[src/rtl/lfx_pkg.sv]
// Package for the link frame transmitter: framing constants, the job record
// passed from the front end to the back end, and the stuffing test.
// No dependencies.
package lfx_pkg;

   localparam logic [7:0] LFX_FLAG       = 8'h7e;
   localparam logic [7:0] LFX_ESC        = 8'h7d;
   localparam logic [7:0] LFX_ESC_XOR    = 8'h20;
   localparam logic [7:0] LFX_CTRL_SET   = 8'h03;
   localparam logic [7:0] LFX_CTRL_I0    = 8'h00;
   localparam logic [7:0] LFX_CTRL_I1    = 8'h40;
   localparam logic [7:0] LFX_ADDR_RESET = 8'h03;

   localparam logic LFX_MODE_DATA  = 1'b0;
   localparam logic LFX_MODE_SUPER = 1'b1;

   localparam int LFX_QUEUE_DEPTH = 2;

   // One classified request, ready for the back end to serialise
   typedef struct packed {
      logic       sup;   // supervisory frame
      logic       hdr;   // emit FLAG, address, control, BCC1 first
      logic [7:0] addr;
      logic [7:0] ctrl;
      logic [7:0] data;  // payload byte (data frames)
      logic       last;  // close the frame with BCC2 and FLAG
      logic [7:0] bcc;   // BCC2 of the whole frame, valid with last
   } lfx_job_type;

   // A byte that must be escaped on the line
   function automatic logic lfx_is_special(input logic [7:0] b);
      return (b == LFX_FLAG) || (b == LFX_ESC);
   endfunction

endpackage

[src/rtl/lfx_req_if.sv]
// Request channel interface of the link frame transmitter.
// No dependencies.
interface lfx_req_if;
   logic       valid;
   logic       ready;
   logic       mode;
   logic [7:0] data_byte;
   logic       last_byte;

   modport source (output valid, output mode, output data_byte, output last_byte,
                   input ready);
   modport sink   (input valid, input mode, input data_byte, input last_byte,
                   output ready);
endinterface

[src/rtl/lfx_rsp_if.sv]
// Response channel interface of the link frame transmitter.
// No dependencies.
interface lfx_rsp_if;
   logic       valid;
   logic       ready;
   logic [7:0] tx_byte;
   logic       burst_last;
   logic       frame_end;

   modport source (output valid, output tx_byte, output burst_last, output frame_end,
                   input ready);
   modport sink   (input valid, input tx_byte, input burst_last, input frame_end,
                   output ready);
endinterface

[src/rtl/lfx_csr_if.sv]
// Register write interface of the link frame transmitter.
// No dependencies.
interface lfx_csr_if;
   logic       valid;
   logic       ready;
   logic [7:0] data;

   modport source (output valid, output data, input ready);
   modport sink   (input valid, input data, output ready);
endinterface

[src/rtl/lfx_front.sv]
// Front end: accepts requests, tracks frame state and classifies each
// request into a job. Depends on lfx_pkg, lfx_req_if and lfx_csr_if.
module lfx_front (
   input  logic                clock,
   input  logic                reset,
   lfx_req_if.sink             req_chan,
   lfx_csr_if.sink             csr_chan,
   output logic                job_valid,
   output lfx_pkg::lfx_job_type job,
   input  logic                job_ready
);
   import lfx_pkg::*;

   logic       in_frame_ff, in_frame_in;
   logic       seq_bit_ff, seq_bit_in;
   logic [7:0] parity_ff, parity_in;
   logic [7:0] address_ff, address_in;
   logic       accept;
   logic [7:0] par_new;
   logic [7:0] ctrl_data;

   assign req_chan.ready = job_ready;
   assign csr_chan.ready = 1'b1;
   assign accept         = req_chan.valid && job_ready;
   assign job_valid      = req_chan.valid;

   assign ctrl_data = seq_bit_ff ? LFX_CTRL_I1 : LFX_CTRL_I0;
   assign par_new   = (in_frame_ff ? parity_ff : 8'h00) ^ req_chan.data_byte;

   always_comb begin
      job.addr = address_ff;
      job.data = req_chan.data_byte;
      job.bcc  = par_new;
      if (req_chan.mode == LFX_MODE_SUPER) begin
         job.sup  = 1'b1;
         job.hdr  = 1'b1;
         job.ctrl = req_chan.data_byte;
         job.last = 1'b0;
      end else begin
         job.sup  = 1'b0;
         job.hdr  = !in_frame_ff;
         job.ctrl = ctrl_data;
         job.last = req_chan.last_byte;
      end
   end

   always_comb begin
      in_frame_in = in_frame_ff;
      seq_bit_in  = seq_bit_ff;
      parity_in   = parity_ff;
      address_in  = csr_chan.valid ? csr_chan.data : address_ff;
      if (accept) begin
         if (req_chan.mode == LFX_MODE_SUPER) begin
            // abandon any open frame
            in_frame_in = 1'b0;
            parity_in   = 8'h00;
            if (req_chan.data_byte == LFX_CTRL_SET) begin
               seq_bit_in = 1'b0;
            end
         end else if (req_chan.last_byte) begin
            in_frame_in = 1'b0;
            parity_in   = 8'h00;
            seq_bit_in  = !seq_bit_ff;
         end else begin
            in_frame_in = 1'b1;
            parity_in   = par_new;
         end
      end
   end

   always_ff @(posedge clock) begin
      if (reset) begin
         in_frame_ff <= 1'b0;
         seq_bit_ff  <= 1'b0;
         parity_ff   <= 8'h00;
         address_ff  <= LFX_ADDR_RESET;
      end else begin
         in_frame_ff <= in_frame_in;
         seq_bit_ff  <= seq_bit_in;
         parity_ff   <= parity_in;
         address_ff  <= address_in;
      end
   end

endmodule

[src/rtl/lfx_queue.sv]
// Short job queue between front and back end.
// Depends on lfx_pkg.
module lfx_queue #(
   parameter int DEPTH = lfx_pkg::LFX_QUEUE_DEPTH
) (
   input  logic                clock,
   input  logic                reset,
   input  logic                push_valid,
   output logic                push_ready,
   input  lfx_pkg::lfx_job_type push_job,
   output logic                pop_valid,
   input  logic                pop_ready,
   output lfx_pkg::lfx_job_type pop_job
);
   import lfx_pkg::*;

   localparam int PTR_W = (DEPTH > 1) ? $clog2(DEPTH) : 1;
   localparam int CNT_W = $clog2(DEPTH + 1);

   lfx_job_type      mem [DEPTH];
   logic [PTR_W-1:0] wr_ptr_ff, wr_ptr_in;
   logic [PTR_W-1:0] rd_ptr_ff, rd_ptr_in;
   logic [CNT_W-1:0] count_ff, count_in;
   logic             push, pop;

   assign push_ready = (count_ff != CNT_W'(DEPTH));
   assign pop_valid  = (count_ff != '0);
   assign push       = push_valid && push_ready;
   assign pop        = pop_valid && pop_ready;
   assign pop_job    = mem[rd_ptr_ff];

   always_comb begin
      wr_ptr_in = wr_ptr_ff;
      rd_ptr_in = rd_ptr_ff;
      count_in  = count_ff;
      if (push) begin
         wr_ptr_in = (wr_ptr_ff == PTR_W'(DEPTH - 1)) ? '0 : wr_ptr_ff + 1'b1;
      end
      if (pop) begin
         rd_ptr_in = (rd_ptr_ff == PTR_W'(DEPTH - 1)) ? '0 : rd_ptr_ff + 1'b1;
      end
      if (push && !pop) begin
         count_in = count_ff + 1'b1;
      end else if (pop && !push) begin
         count_in = count_ff - 1'b1;
      end
   end

   always_ff @(posedge clock) begin
      if (push) begin
         mem[wr_ptr_ff] <= push_job;
      end
   end

   always_ff @(posedge clock) begin
      if (reset) begin
         wr_ptr_ff <= '0;
         rd_ptr_ff <= '0;
         count_ff  <= '0;
      end else begin
         wr_ptr_ff <= wr_ptr_in;
         rd_ptr_ff <= rd_ptr_in;
         count_ff  <= count_in;
      end
   end

endmodule

[src/rtl/lfx_back.sv]
// Back end: steps through the bytes of each job, escaping payload and BCC2,
// into a registered response stage. Depends on lfx_pkg and lfx_rsp_if.
module lfx_back (
   input  logic                clock,
   input  logic                reset,
   input  logic                job_valid,
   output logic                job_ready,
   input  lfx_pkg::lfx_job_type job,
   lfx_rsp_if.source           rsp_chan
);
   import lfx_pkg::*;

   localparam logic [3:0] ST_OPEN  = 4'd0;
   localparam logic [3:0] ST_ADDR  = 4'd1;
   localparam logic [3:0] ST_CTRL  = 4'd2;
   localparam logic [3:0] ST_BCC1  = 4'd3;
   localparam logic [3:0] ST_DESC  = 4'd4;
   localparam logic [3:0] ST_DATA  = 4'd5;
   localparam logic [3:0] ST_PESC  = 4'd6;
   localparam logic [3:0] ST_PAR   = 4'd7;
   localparam logic [3:0] ST_CLOSE = 4'd8;
   localparam logic [3:0] ST_DONE  = 4'd9;

   lfx_job_type job_ff, job_in;
   logic        busy_ff, busy_in;
   logic [3:0]  step_ff, step_in, step_next, step_first;
   logic        rsp_valid_ff, rsp_valid_in;
   logic [7:0]  tx_ff;
   logic        burst_last_ff, frame_end_ff;
   logic        out_free, emit, done, pop;
   logic        data_esc, par_esc, new_data_esc;
   logic [7:0]  byte_out;

   assign data_esc     = lfx_is_special(job_ff.data);
   assign par_esc      = lfx_is_special(job_ff.bcc);
   assign new_data_esc = lfx_is_special(job.data);

   // first step of the job about to be loaded
   always_comb begin
      if (job.hdr) begin
         step_first = ST_OPEN;
      end else if (new_data_esc) begin
         step_first = ST_DESC;
      end else begin
         step_first = ST_DATA;
      end
   end

   always_comb begin
      unique case (step_ff)
         ST_OPEN:  step_next = ST_ADDR;
         ST_ADDR:  step_next = ST_CTRL;
         ST_CTRL:  step_next = ST_BCC1;
         ST_BCC1:  step_next = job_ff.sup ? ST_CLOSE : (data_esc ? ST_DESC : ST_DATA);
         ST_DESC:  step_next = ST_DATA;
         ST_DATA:  step_next = job_ff.last ? (par_esc ? ST_PESC : ST_PAR) : ST_DONE;
         ST_PESC:  step_next = ST_PAR;
         ST_PAR:   step_next = ST_CLOSE;
         default:  step_next = ST_DONE;
      endcase
   end

   always_comb begin
      unique case (step_ff)
         ST_ADDR:          byte_out = job_ff.addr;
         ST_CTRL:          byte_out = job_ff.ctrl;
         ST_BCC1:          byte_out = job_ff.addr ^ job_ff.ctrl;
         ST_DESC, ST_PESC: byte_out = LFX_ESC;
         ST_DATA:          byte_out = job_ff.data ^ (data_esc ? LFX_ESC_XOR : 8'h00);
         ST_PAR:           byte_out = job_ff.bcc ^ (par_esc ? LFX_ESC_XOR : 8'h00);
         default:          byte_out = LFX_FLAG;
      endcase
   end

   assign out_free  = !rsp_valid_ff || rsp_chan.ready;
   assign emit      = busy_ff && out_free;
   assign done      = (step_next == ST_DONE);
   assign pop       = job_valid && (!busy_ff || (emit && done));
   assign job_ready = !busy_ff || (emit && done);

   always_comb begin
      job_in  = pop ? job : job_ff;
      step_in = pop ? step_first : (emit ? step_next : step_ff);
      if (pop) begin
         busy_in = 1'b1;
      end else if (emit && done) begin
         busy_in = 1'b0;
      end else begin
         busy_in = busy_ff;
      end
      if (emit) begin
         rsp_valid_in = 1'b1;
      end else if (rsp_chan.ready) begin
         rsp_valid_in = 1'b0;
      end else begin
         rsp_valid_in = rsp_valid_ff;
      end
   end

   always_ff @(posedge clock) begin
      if (reset) begin
         busy_ff      <= 1'b0;
         step_ff      <= ST_DONE;
         rsp_valid_ff <= 1'b0;
      end else begin
         busy_ff      <= busy_in;
         step_ff      <= step_in;
         rsp_valid_ff <= rsp_valid_in;
      end
   end

   always_ff @(posedge clock) begin
      job_ff <= job_in;
      if (emit) begin
         tx_ff         <= byte_out;
         burst_last_ff <= done;
         frame_end_ff  <= (step_ff == ST_CLOSE);
      end
   end

   assign rsp_chan.valid      = rsp_valid_ff;
   assign rsp_chan.tx_byte    = tx_ff;
   assign rsp_chan.burst_last = burst_last_ff;
   assign rsp_chan.frame_end  = frame_end_ff;

endmodule

[src/rtl/link_frame_transmitter.sv]
// Link frame transmitter top level: front end, job queue and back end.
// Depends on lfx_pkg, the three channel interfaces and the lfx_* modules.
//
// Usage:
//   req_chan  - one request per handshake: mode 0 is a payload byte of a
//               data frame (last_byte closes it), mode 1 sends a supervisory
//               frame with data_byte as control code (SET clears the
//               sequence bit; an open data frame is abandoned).
//   rsp_chan  - one line byte per handshake, with burst_last on the final
//               byte a request causes and frame_end on each closing FLAG.
//   csr_chan  - writes the address byte; always ready, write only when idle.
// The first byte of an accepted request passes through the queue, the back
//   end's job register and the response register before it is offered.
// Throughput: one line byte per cycle from the back end's byte sequencer
//   while rsp_chan is ready, so a request yields 1 to 9 line bytes (a plain
//   payload byte 1, an escaped one 2, a supervisory frame 5).
// Requests are taken while the queue has room, independent of the back end.
// When the receiver stalls, hold the response register and let the queue
//   fill; then drop req_chan.ready until a slot frees.
// Reset (synchronous): close any frame, clear sequence bit and BCC2,
//   empty the queue and restore the address byte to 0x03.
module link_frame_transmitter #(
   parameter int QUEUE_DEPTH = lfx_pkg::LFX_QUEUE_DEPTH
) (
   input  logic       clock,
   input  logic       reset,
   lfx_req_if.sink    req_chan,
   lfx_rsp_if.source  rsp_chan,
   lfx_csr_if.sink    csr_chan
);
   import lfx_pkg::*;

   // front end to queue
   logic        fq_valid, fq_ready;
   lfx_job_type fq_job;
   // queue to back end
   logic        qb_valid, qb_ready;
   lfx_job_type qb_job;

   // Classify requests and keep the frame state
   lfx_front u_front (
      .clock     (clock),
      .reset     (reset),
      .req_chan  (req_chan),
      .csr_chan  (csr_chan),
      .job_valid (fq_valid),
      .job       (fq_job),
      .job_ready (fq_ready)
   );

   // Decouple request acceptance from byte output
   lfx_queue #(
      .DEPTH (QUEUE_DEPTH)
   ) u_queue (
      .clock      (clock),
      .reset      (reset),
      .push_valid (fq_valid),
      .push_ready (fq_ready),
      .push_job   (fq_job),
      .pop_valid  (qb_valid),
      .pop_ready  (qb_ready),
      .pop_job    (qb_job)
   );

   // Serialise each job, one line byte per cycle while the receiver is ready
   lfx_back u_back (
      .clock     (clock),
      .reset     (reset),
      .job_valid (qb_valid),
      .job_ready (qb_ready),
      .job       (qb_job),
      .rsp_chan  (rsp_chan)
   );

endmodule
[src/flat_wrapper.sv]
// flat-port wrapper written by rule: the top's interface ports become plain ports
module link_frame_transmitter_flat import lfx_pkg::*;
#(
   parameter int QUEUE_DEPTH = lfx_pkg::LFX_QUEUE_DEPTH
)
  (clock, reset, req_chan_valid, req_chan_mode, req_chan_data_byte, req_chan_last_byte, req_chan_ready, rsp_chan_valid, rsp_chan_tx_byte, rsp_chan_burst_last, rsp_chan_frame_end, rsp_chan_ready, csr_chan_valid, csr_chan_data, csr_chan_ready);
  lfx_req_if req_chan_i ();
  lfx_rsp_if rsp_chan_i ();
  lfx_csr_if csr_chan_i ();
  input  logic clock;
  input  logic reset;
  input wire logic [$bits(req_chan_i.valid)-1:0] req_chan_valid;
  input wire logic [$bits(req_chan_i.mode)-1:0] req_chan_mode;
  input wire logic [$bits(req_chan_i.data_byte)-1:0] req_chan_data_byte;
  input wire logic [$bits(req_chan_i.last_byte)-1:0] req_chan_last_byte;
  output wire logic [$bits(req_chan_i.ready)-1:0] req_chan_ready;
  output wire logic [$bits(rsp_chan_i.valid)-1:0] rsp_chan_valid;
  output wire logic [$bits(rsp_chan_i.tx_byte)-1:0] rsp_chan_tx_byte;
  output wire logic [$bits(rsp_chan_i.burst_last)-1:0] rsp_chan_burst_last;
  output wire logic [$bits(rsp_chan_i.frame_end)-1:0] rsp_chan_frame_end;
  input wire logic [$bits(rsp_chan_i.ready)-1:0] rsp_chan_ready;
  input wire logic [$bits(csr_chan_i.valid)-1:0] csr_chan_valid;
  input wire logic [$bits(csr_chan_i.data)-1:0] csr_chan_data;
  output wire logic [$bits(csr_chan_i.ready)-1:0] csr_chan_ready;
  assign req_chan_i.valid = req_chan_valid;
  assign req_chan_i.mode = req_chan_mode;
  assign req_chan_i.data_byte = req_chan_data_byte;
  assign req_chan_i.last_byte = req_chan_last_byte;
  assign req_chan_ready = req_chan_i.ready;
  assign rsp_chan_valid = rsp_chan_i.valid;
  assign rsp_chan_tx_byte = rsp_chan_i.tx_byte;
  assign rsp_chan_burst_last = rsp_chan_i.burst_last;
  assign rsp_chan_frame_end = rsp_chan_i.frame_end;
  assign rsp_chan_i.ready = rsp_chan_ready;
  assign csr_chan_i.valid = csr_chan_valid;
  assign csr_chan_i.data = csr_chan_data;
  assign csr_chan_ready = csr_chan_i.ready;
  link_frame_transmitter #(.QUEUE_DEPTH(QUEUE_DEPTH)) u_core (.clock(clock), .reset(reset), .req_chan(req_chan_i), .rsp_chan(rsp_chan_i), .csr_chan(csr_chan_i));
endmodule
[config.mk]
export PLATFORM = sky130hd
export DESIGN_NAME = link_frame_transmitter_flat
export DESIGN_NICKNAME = d
export VERILOG_FILES = /design/src/rtl/lfx_pkg.sv /design/src/rtl/lfx_req_if.sv /design/src/rtl/lfx_rsp_if.sv /design/src/rtl/lfx_csr_if.sv /design/src/rtl/lfx_front.sv /design/src/rtl/lfx_queue.sv /design/src/rtl/lfx_back.sv /design/src/rtl/link_frame_transmitter.sv /design/src/flat_wrapper.sv
export SDC_FILE = /design/constraint.sdc
export NUM_CORES = 1
export LEC_CHECK = 0
export BUFFER_PORTS_ARGS = -buffer_cell sky130_fd_sc_hd__buf_2
export CAP_MARGIN = 10
export CORE_MARGIN = 5
export CORE_UTILIZATION = 55
export CTS_CLUSTER_SIZE = 14
export DETAILED_ROUTE_END_ITERATION = 8
export PLACE_DENSITY = 0.73
export SLEW_MARGIN = 20
export SYNTH_ARGS = -nofsm -noshare
export SYNTH_HDL_FRONTEND = slang
export SYNTH_SLANG_ARGS = --single-unit
export TNS_END_PERCENT = 1
[constraint.sdc]
create_clock -name clock -period 5.73 [get_ports clock]
set_input_delay 0.2865 -clock clock [delete_from_list [all_inputs] [get_ports clock]]
set_output_delay 0.2865 -clock clock [all_outputs]
set_load 0.005 [all_outputs]
**Word level (Yosys, flattened, before mapping)**

Memories as Yosys holds them, arrays and structs flattened. A register that Yosys moved wholly into a read port is not among the register bits.
Cells that the tools add are included.

- $add $sub $neg: 4
- Multiply operators: 0
- Div/mod/pow operators: 0
- Magnitude comparators: 0
- Equal/unequal tests: 18
- Shift operators: 0
- Muxes and demuxes: 36
- Bitwise logic cells: 4
- Reductions and logical operators: 26

Operator list:

| cell | number |
|---|---|
| 8-bit by 7-bit == test with 1-bit output (second input constant) | 6 |
| 8-bit one-hot mux with 6 select lines | 1 |
| 8-bit two-way mux | 4 |
| 4-bit one-hot mux with 8 select lines | 1 |
| 1-bit two-way mux | 19 |
| 4-bit by 3-bit == test with 1-bit output (second input constant) | 4 |
| 4-bit two-way mux | 4 |
| 8-bit by 6-bit XOR with 8-bit output | 2 |
| 8-bit XOR | 2 |
| 6-bit two-way mux | 2 |
| 2-bit nonzero test | 6 |
| 4-bit by 2-bit == test with 1-bit output (second input constant) | 2 |
| 4-bit == test (second input constant) | 2 |
| 8-bit by 2-bit == test with 1-bit output (second input constant) | 1 |
| 7-bit two-way mux | 1 |
| 1-bit logical AND | 6 |
| 1-bit logical NOT | 6 |
| 2-bit two-way mux | 3 |
| 1-bit logical OR | 5 |
| 4-bit by 1-bit == test with 1-bit output (second input constant) | 1 |
| 4-bit logical NOT | 1 |
| 3-bit two-way mux | 1 |
| 3-bit AND reduction | 1 |
| 1-bit adder (second input constant) | 2 |
| other kinds (5) | 5 |

- Register bits: 72
- Latch bits: 0
- RAM bits: 70
- Memory bits (read-only): 0
- Bits of input ports: 23
- Output and inout bits: 13
- Logic and storage cells: 108
- Memories: 1

Memory list:

| memory | depth | bits a word | read ports | clocked after Yosys merged registers in | write ports | RTL line | text |
|---|---|---|---|---|---|---|---|
| u_core.u_queue.mem | 2 | 35 | 1 | 1 | 1 | lfx_queue.sv:20 | `lfx_job_type mem [DEPTH];` |

**Logic depth before layout (Yosys ltp)**

- Depth in word-level cells: 12
- Mapped depth: 9
- Depth with buffers taken out: 9

**Cells and area by module**

From an unflattened synthesis, not the netlist that was laid out.

- Cells, all modules: 409
- Area total of the unflattened synthesis: 6,009.5 sq um

By module, submodules not included:

| module | instances | cells an instance | area each (sq um) | sequential area each (sq um) |
|---|---|---|---|---|
| lfx_queue | 1 | 133 | 2,746.4 | 2,202.1 |
| lfx_back | 1 | 177 | 2,225.9 | 1,441.4 |
| lfx_front | 1 | 99 | 1,037.2 | 360.3 |

**Worst setup path after synthesis**

OpenSTA, ideal clock, no wires.

- Kind: register -> register
- From: register u_core.u_back.step_ff[3]
- To: register u_core.u_queue.count_ff[1]
- Library setup time: 0.071 ns
- Arrival time: 2.777 ns
- Data required time: 5.659 ns
- Setup slack: 2.882 ns
- Stages on the path, launching flop included: 9
- Buffers on the path: 0
- Clock period less this slack: 2.848 ns
- Path through: dfxtp_1 > nand2b_1 > nor3_2 > a221oi_4 > o22ai_4 > inv_1 > ha_1 > or3_1 > a21oi_1

- Cells in the longest elaborated chain, start to end: 9
- Elaborated cells between the ends (all ways): 18
- Classes of those cells: 8 x eq/ne; 2 x mux; 8 x reduce/logical

RTL lines:

| element | RTL line | text |
|---|---|---|
| from (decl) | lfx_back.sv:26 | `logic [3:0] step_ff, step_in, step_next, step_first;` |
| from (signal assigned) | lfx_back.sv:107 | `step_ff <= step_in;` |
| 4-bit by 3-bit == test with 1-bit output, or another cell as far along | lfx_back.sv:50 | `unique case (step_ff)` |
| 4-bit one-hot mux with 8 select lines (*) | lfx_back.sv:50 |  |
| 4-bit == test (*) | lfx_back.sv:77 | `assign done = (step_next == ST_DONE);` |
| 1-bit logical AND (*) | lfx_back.sv:79 | `assign job_ready = !busy_ff \|\| (emit && done);` |
| 1-bit logical OR (*) | lfx_back.sv:79 |  |
| 1-bit logical AND (*) | lfx_queue.sv:29 | `assign pop = pop_valid && pop_ready;` |
| 1-bit logical NOT | lfx_queue.sv:42 | `if (push && !pop) begin` |
| 1-bit logical AND | lfx_queue.sv:42 |  |
| 2-bit two-way mux or 2-bit nonzero test (tied branches) | - |  |
| to (signal assigned) | lfx_queue.sv:63 | `count_ff <= count_in;` |
| to (decl) | lfx_queue.sv:23 | `logic [CNT_W-1:0] count_ff, count_in;` |

Mark *: on every way between the ends. The rest lies on a longest branch, timed or not.
A chain may end at the register's enable or synchronous reset.

==> summary.txt <==
status: finished, final reports clean
Final Cell Area: 6570 sq um
port buffer count: 34
total congestion overflow: 0
Crit path required time: 6120 ps
top_reg_cell synth: edfxtp_1
clk_lat worst skew: 510 ps
# H-tree levels: 4
Hold Fails Final Rpt: 0
largest area contributor in the netlist: edfxtp_1
critical path capture point type: flop
Finished Layout Cells: 590
CP arrival: 3110 ps
num ports: 36
Fillers: 738
gpl congestion: 0.903
Cell Rows: 37
Crit. Startpoint: u_core.u_back.step_ff[0]
Power Total: 3250 uW
Reg clk slew, reported paths: 60 ps
syn nets: 425
Yosys reg bits: 143
initial antenna violation count: 0
Yosys cell types: 47
top cell type's share of synthesized area: 59.8%
initial drt markers: 214
drt via density: 5.59
crit path kind: flop to flop
Cells after Synth: 401
die area: 12500 sq um
crit share post-route: 47.5%
initial core utilization: 55.9%
routed length per instance: 18.1 um
largest net degree at the start of global routing: 41
Final Skew: 10.6 ps
Routed WL: 10700 um
Worst Hold Depth: 3
drt first pass iters: 5
Leak: 0.00230 uW
clk buf depth: 2
vias in the first global route: 3305
share of layout cells above drive strength 1: 23.8%
Mapped Area: 5720 sq um
routed via count: 3296
Crit Path Max Fanout: 40
final setup fails: 0
Least-Margin Pin Slew: 978 ps
Post-synth EDFFs: 114
Reg2Reg Launch Point: u_core.u_back.step_ff[0]
largest cells by area after synthesis: edfxtp_1 60%, dfxtp_1 10%, mux2_2 6.9%, nand2_1 2.0%, nor2_1 2.0%
Pins Over Slew Limit: 0
PD cells: 495 nW/um^2
maximum vdd drop: 0.228 mV
yosys warns: 0
Die Width: 112 um
clk sinks: 143
root buf cell: clkbuf_8
first-pass GRT wire length: 17700 um
Post-Syn Area per Cell: 14.3 sq um
Syn-to-layout area delta: 14.8%
Total Routing Usage GR: 18.4%
Die Ht: 112 um
Setup Fix Bufs, Post-CTS: 0
DRC Markers: 0
RSZ-0062 raised after global routing: false
DP Area: 6020 sq um
Seq/Total Area, Yosys: 70.0%
critical path launch point type: flop
cell count after placement: 557
Reg2Reg Setup Slack: 3010 ps
total CTS buffers: 17
nets: 466
TritonCTS clock tree: yes
fmax: 367 MHz
# diodes: 0
Rel. slew slack: 34.3%
post-route antenna net violation count: 0
R2R cell count: 6
Post-synth ARST share: 0%
setup TNS: 0 ps
post-DP HPWL: 7180 um
max cap viols: 0
Core Area: 10200 sq um
Min-Delay Path Class: input port to flop
minimum clock period: 2720 ps
where the power goes:
| part | total (uW) | switching (uW) | internal (uW) |
|---|---|---|---|
| Combinational | 636 | 367 | 269 |
| Sequential | 1650 | 186 | 1460 |
| Clock | 968 | 377 | 591 |
| Total | 3250 | 931 | 2320 |
cells in the mapped netlist (2+ instances only):
master	n
edfxtp_1	114
mux2_2	35
nand2_1	31
nor2_1	31
dfxtp_1	29
o21ai_0	16
clkbuf_1	12
xnor2_1	10
a21oi_1	9
a22oi_1	9
a31oi_1	9
and2_1	9
inv_1	8
mux2i_1	8
nand2b_1	7
nand4_1	7
nor2b_1	7
nor3_1	6
nand3_1	4
xor2_1	4
a211o_1	3
buf_1	3
a221o_1	2
buf_2	2
mux2_1	2
nor4b_1	2
o21bai_1	2
area by class of cell:
cell class	instances	area, sq um	share of cell area (%)
sequential	143	4000	61.0
multi-input combinational	232	1620	24.7
clock buffer	23	457	6.95
timing repair buffer	40	220	3.35
tap	136	170	2.59
clock inverter	8	67.6	1.03
inverter	8	30.0	0.457
logic make-up after synthesis:
| kind of cell | share of synthesized area [%] |
|---|---|
| simple gates | 9.51 |
| other cells | 0.0655 |
| compound gates | 7.61 |
| buf+inv | 1.81 |
| xor+xnor | 2.14 |
| mux | 8.68 |
| fa+ha+maj | 0.219 |
| flops | 70.0 |
repair_timing:
action	CTS	global route
resized for setup	0	0
endpoints found under the hold margin	2	0
hold buffers	2	0
worst min-delay path by stage:
stage	from	endpoint	slack, ps
CTS	csr_chan_data[6]	u_core.u_front.address_ff[6]	1
floorplan	req_chan_data_byte[1]	u_core.u_queue.mem[0][10]	390
global placement	u_core.u_front.address_ff[0]	u_core.u_queue.mem[0][25]	430
finish	csr_chan_data[6]	u_core.u_front.address_ff[6]	20
global route	req_chan_data_byte[0]	u_core.u_queue.mem[1][9]	10
detailed placement	u_core.u_front.address_ff[0]	u_core.u_queue.mem[0][25]	430
per-stage QoR:
step / hold slack, ps / util [%] / worst slack [ps]
final: 24.9 / 64.2 / 3010
after global routing: 12.3 / 64.2 / 2750
after CTS: 1.37 / 64.2 / 3000
after detailed placement: 430 / 58.9 / 3000
after global placement: 433 / 58.9 / 3090
after floorplan: 385 / - / 2880
flip-flops by register name, indices dropped and copies added, names as in the netlist, named ones only:
| name | cells |
|---|---|
| u_core.u_back.step_ff | 4 |
| u_core.u_queue.rd_ptr_ff | 1 |
| u_core.u_queue.count_ff | 2 |
| u_core.u_front.address_ff | 8 |
| u_core.u_queue.wr_ptr_ff | 1 |
| u_core.u_front.parity_ff | 8 |
| u_core.u_back.rsp_chan.tx_byte | 8 |
| u_core.u_back.rsp_chan.valid | 1 |
| u_core.u_back.rsp_chan.frame_end | 1 |
| u_core.u_queue.mem | 70 |
| u_core.u_back.job_ff | 34 |
| u_core.u_back.busy_ff | 1 |
| u_core.u_front.in_frame_ff | 1 |
| u_core.u_front.seq_bit_ff | 1 |
| u_core.u_back.rsp_chan.burst_last | 1 |
worst max-delay path: stages (launching register included):
cell	delay, ps
dfxtp_1	690
nand2b_1	260
nor3_2	470
a221oi_4	180
o22ai_4	160
buf_4	470
mux2_1	380
per-layer routing:
metal / wire, um / part of all wire [%] / track usage, % / vias up
li1: - / - / - / 1573
met1: 4940 / 46 / 26.0 / 1630
met2: 5210 / 49 / 28.2 / 89
met3: 471 / 4.4 / 4.84 / 4
met4: 57 / 0.53 / 6.09 / 0
met5: 0 / 0 / 0 / -
placed cells by master (no fill, tap or decap), types with 2 or more instances in the layout:
cell type / Yosys / routed
dfxtp_1: 29 / 29
clkbuf_8: 0 / 3
a31oi_1: 9 / 9
buf_4: 1 / 4
and2_1: 9 / 9
xnor2_1: 10 / 10
clkinv_2: 0 / 6
nand4_1: 7 / 7
nor2_2: 0 / 2
nor2_1: 31 / 29
clkbuf_16: 0 / 16
mux2_1: 2 / 2
a22oi_1: 9 / 9
o21bai_1: 2 / 2
dlygate4sd3_1: 0 / 2
xor2_1: 4 / 4
nand2_1: 31 / 31
mux2_2: 35 / 35
nand2b_1: 7 / 7
mux2i_1: 8 / 8
nand3_1: 4 / 4
edfxtp_1: 114 / 114
nor3_1: 6 / 6
buf_2: 2 / 34
inv_1: 8 / 8
a221o_1: 2 / 2
nor2b_1: 7 / 7
a21oi_1: 9 / 9
clkbuf_1: 12 / 4
o21ai_0: 16 / 16
a211o_1: 3 / 3
nor4b_1: 2 / 2
No activity file was read; power rests on OpenSTA's default activity.
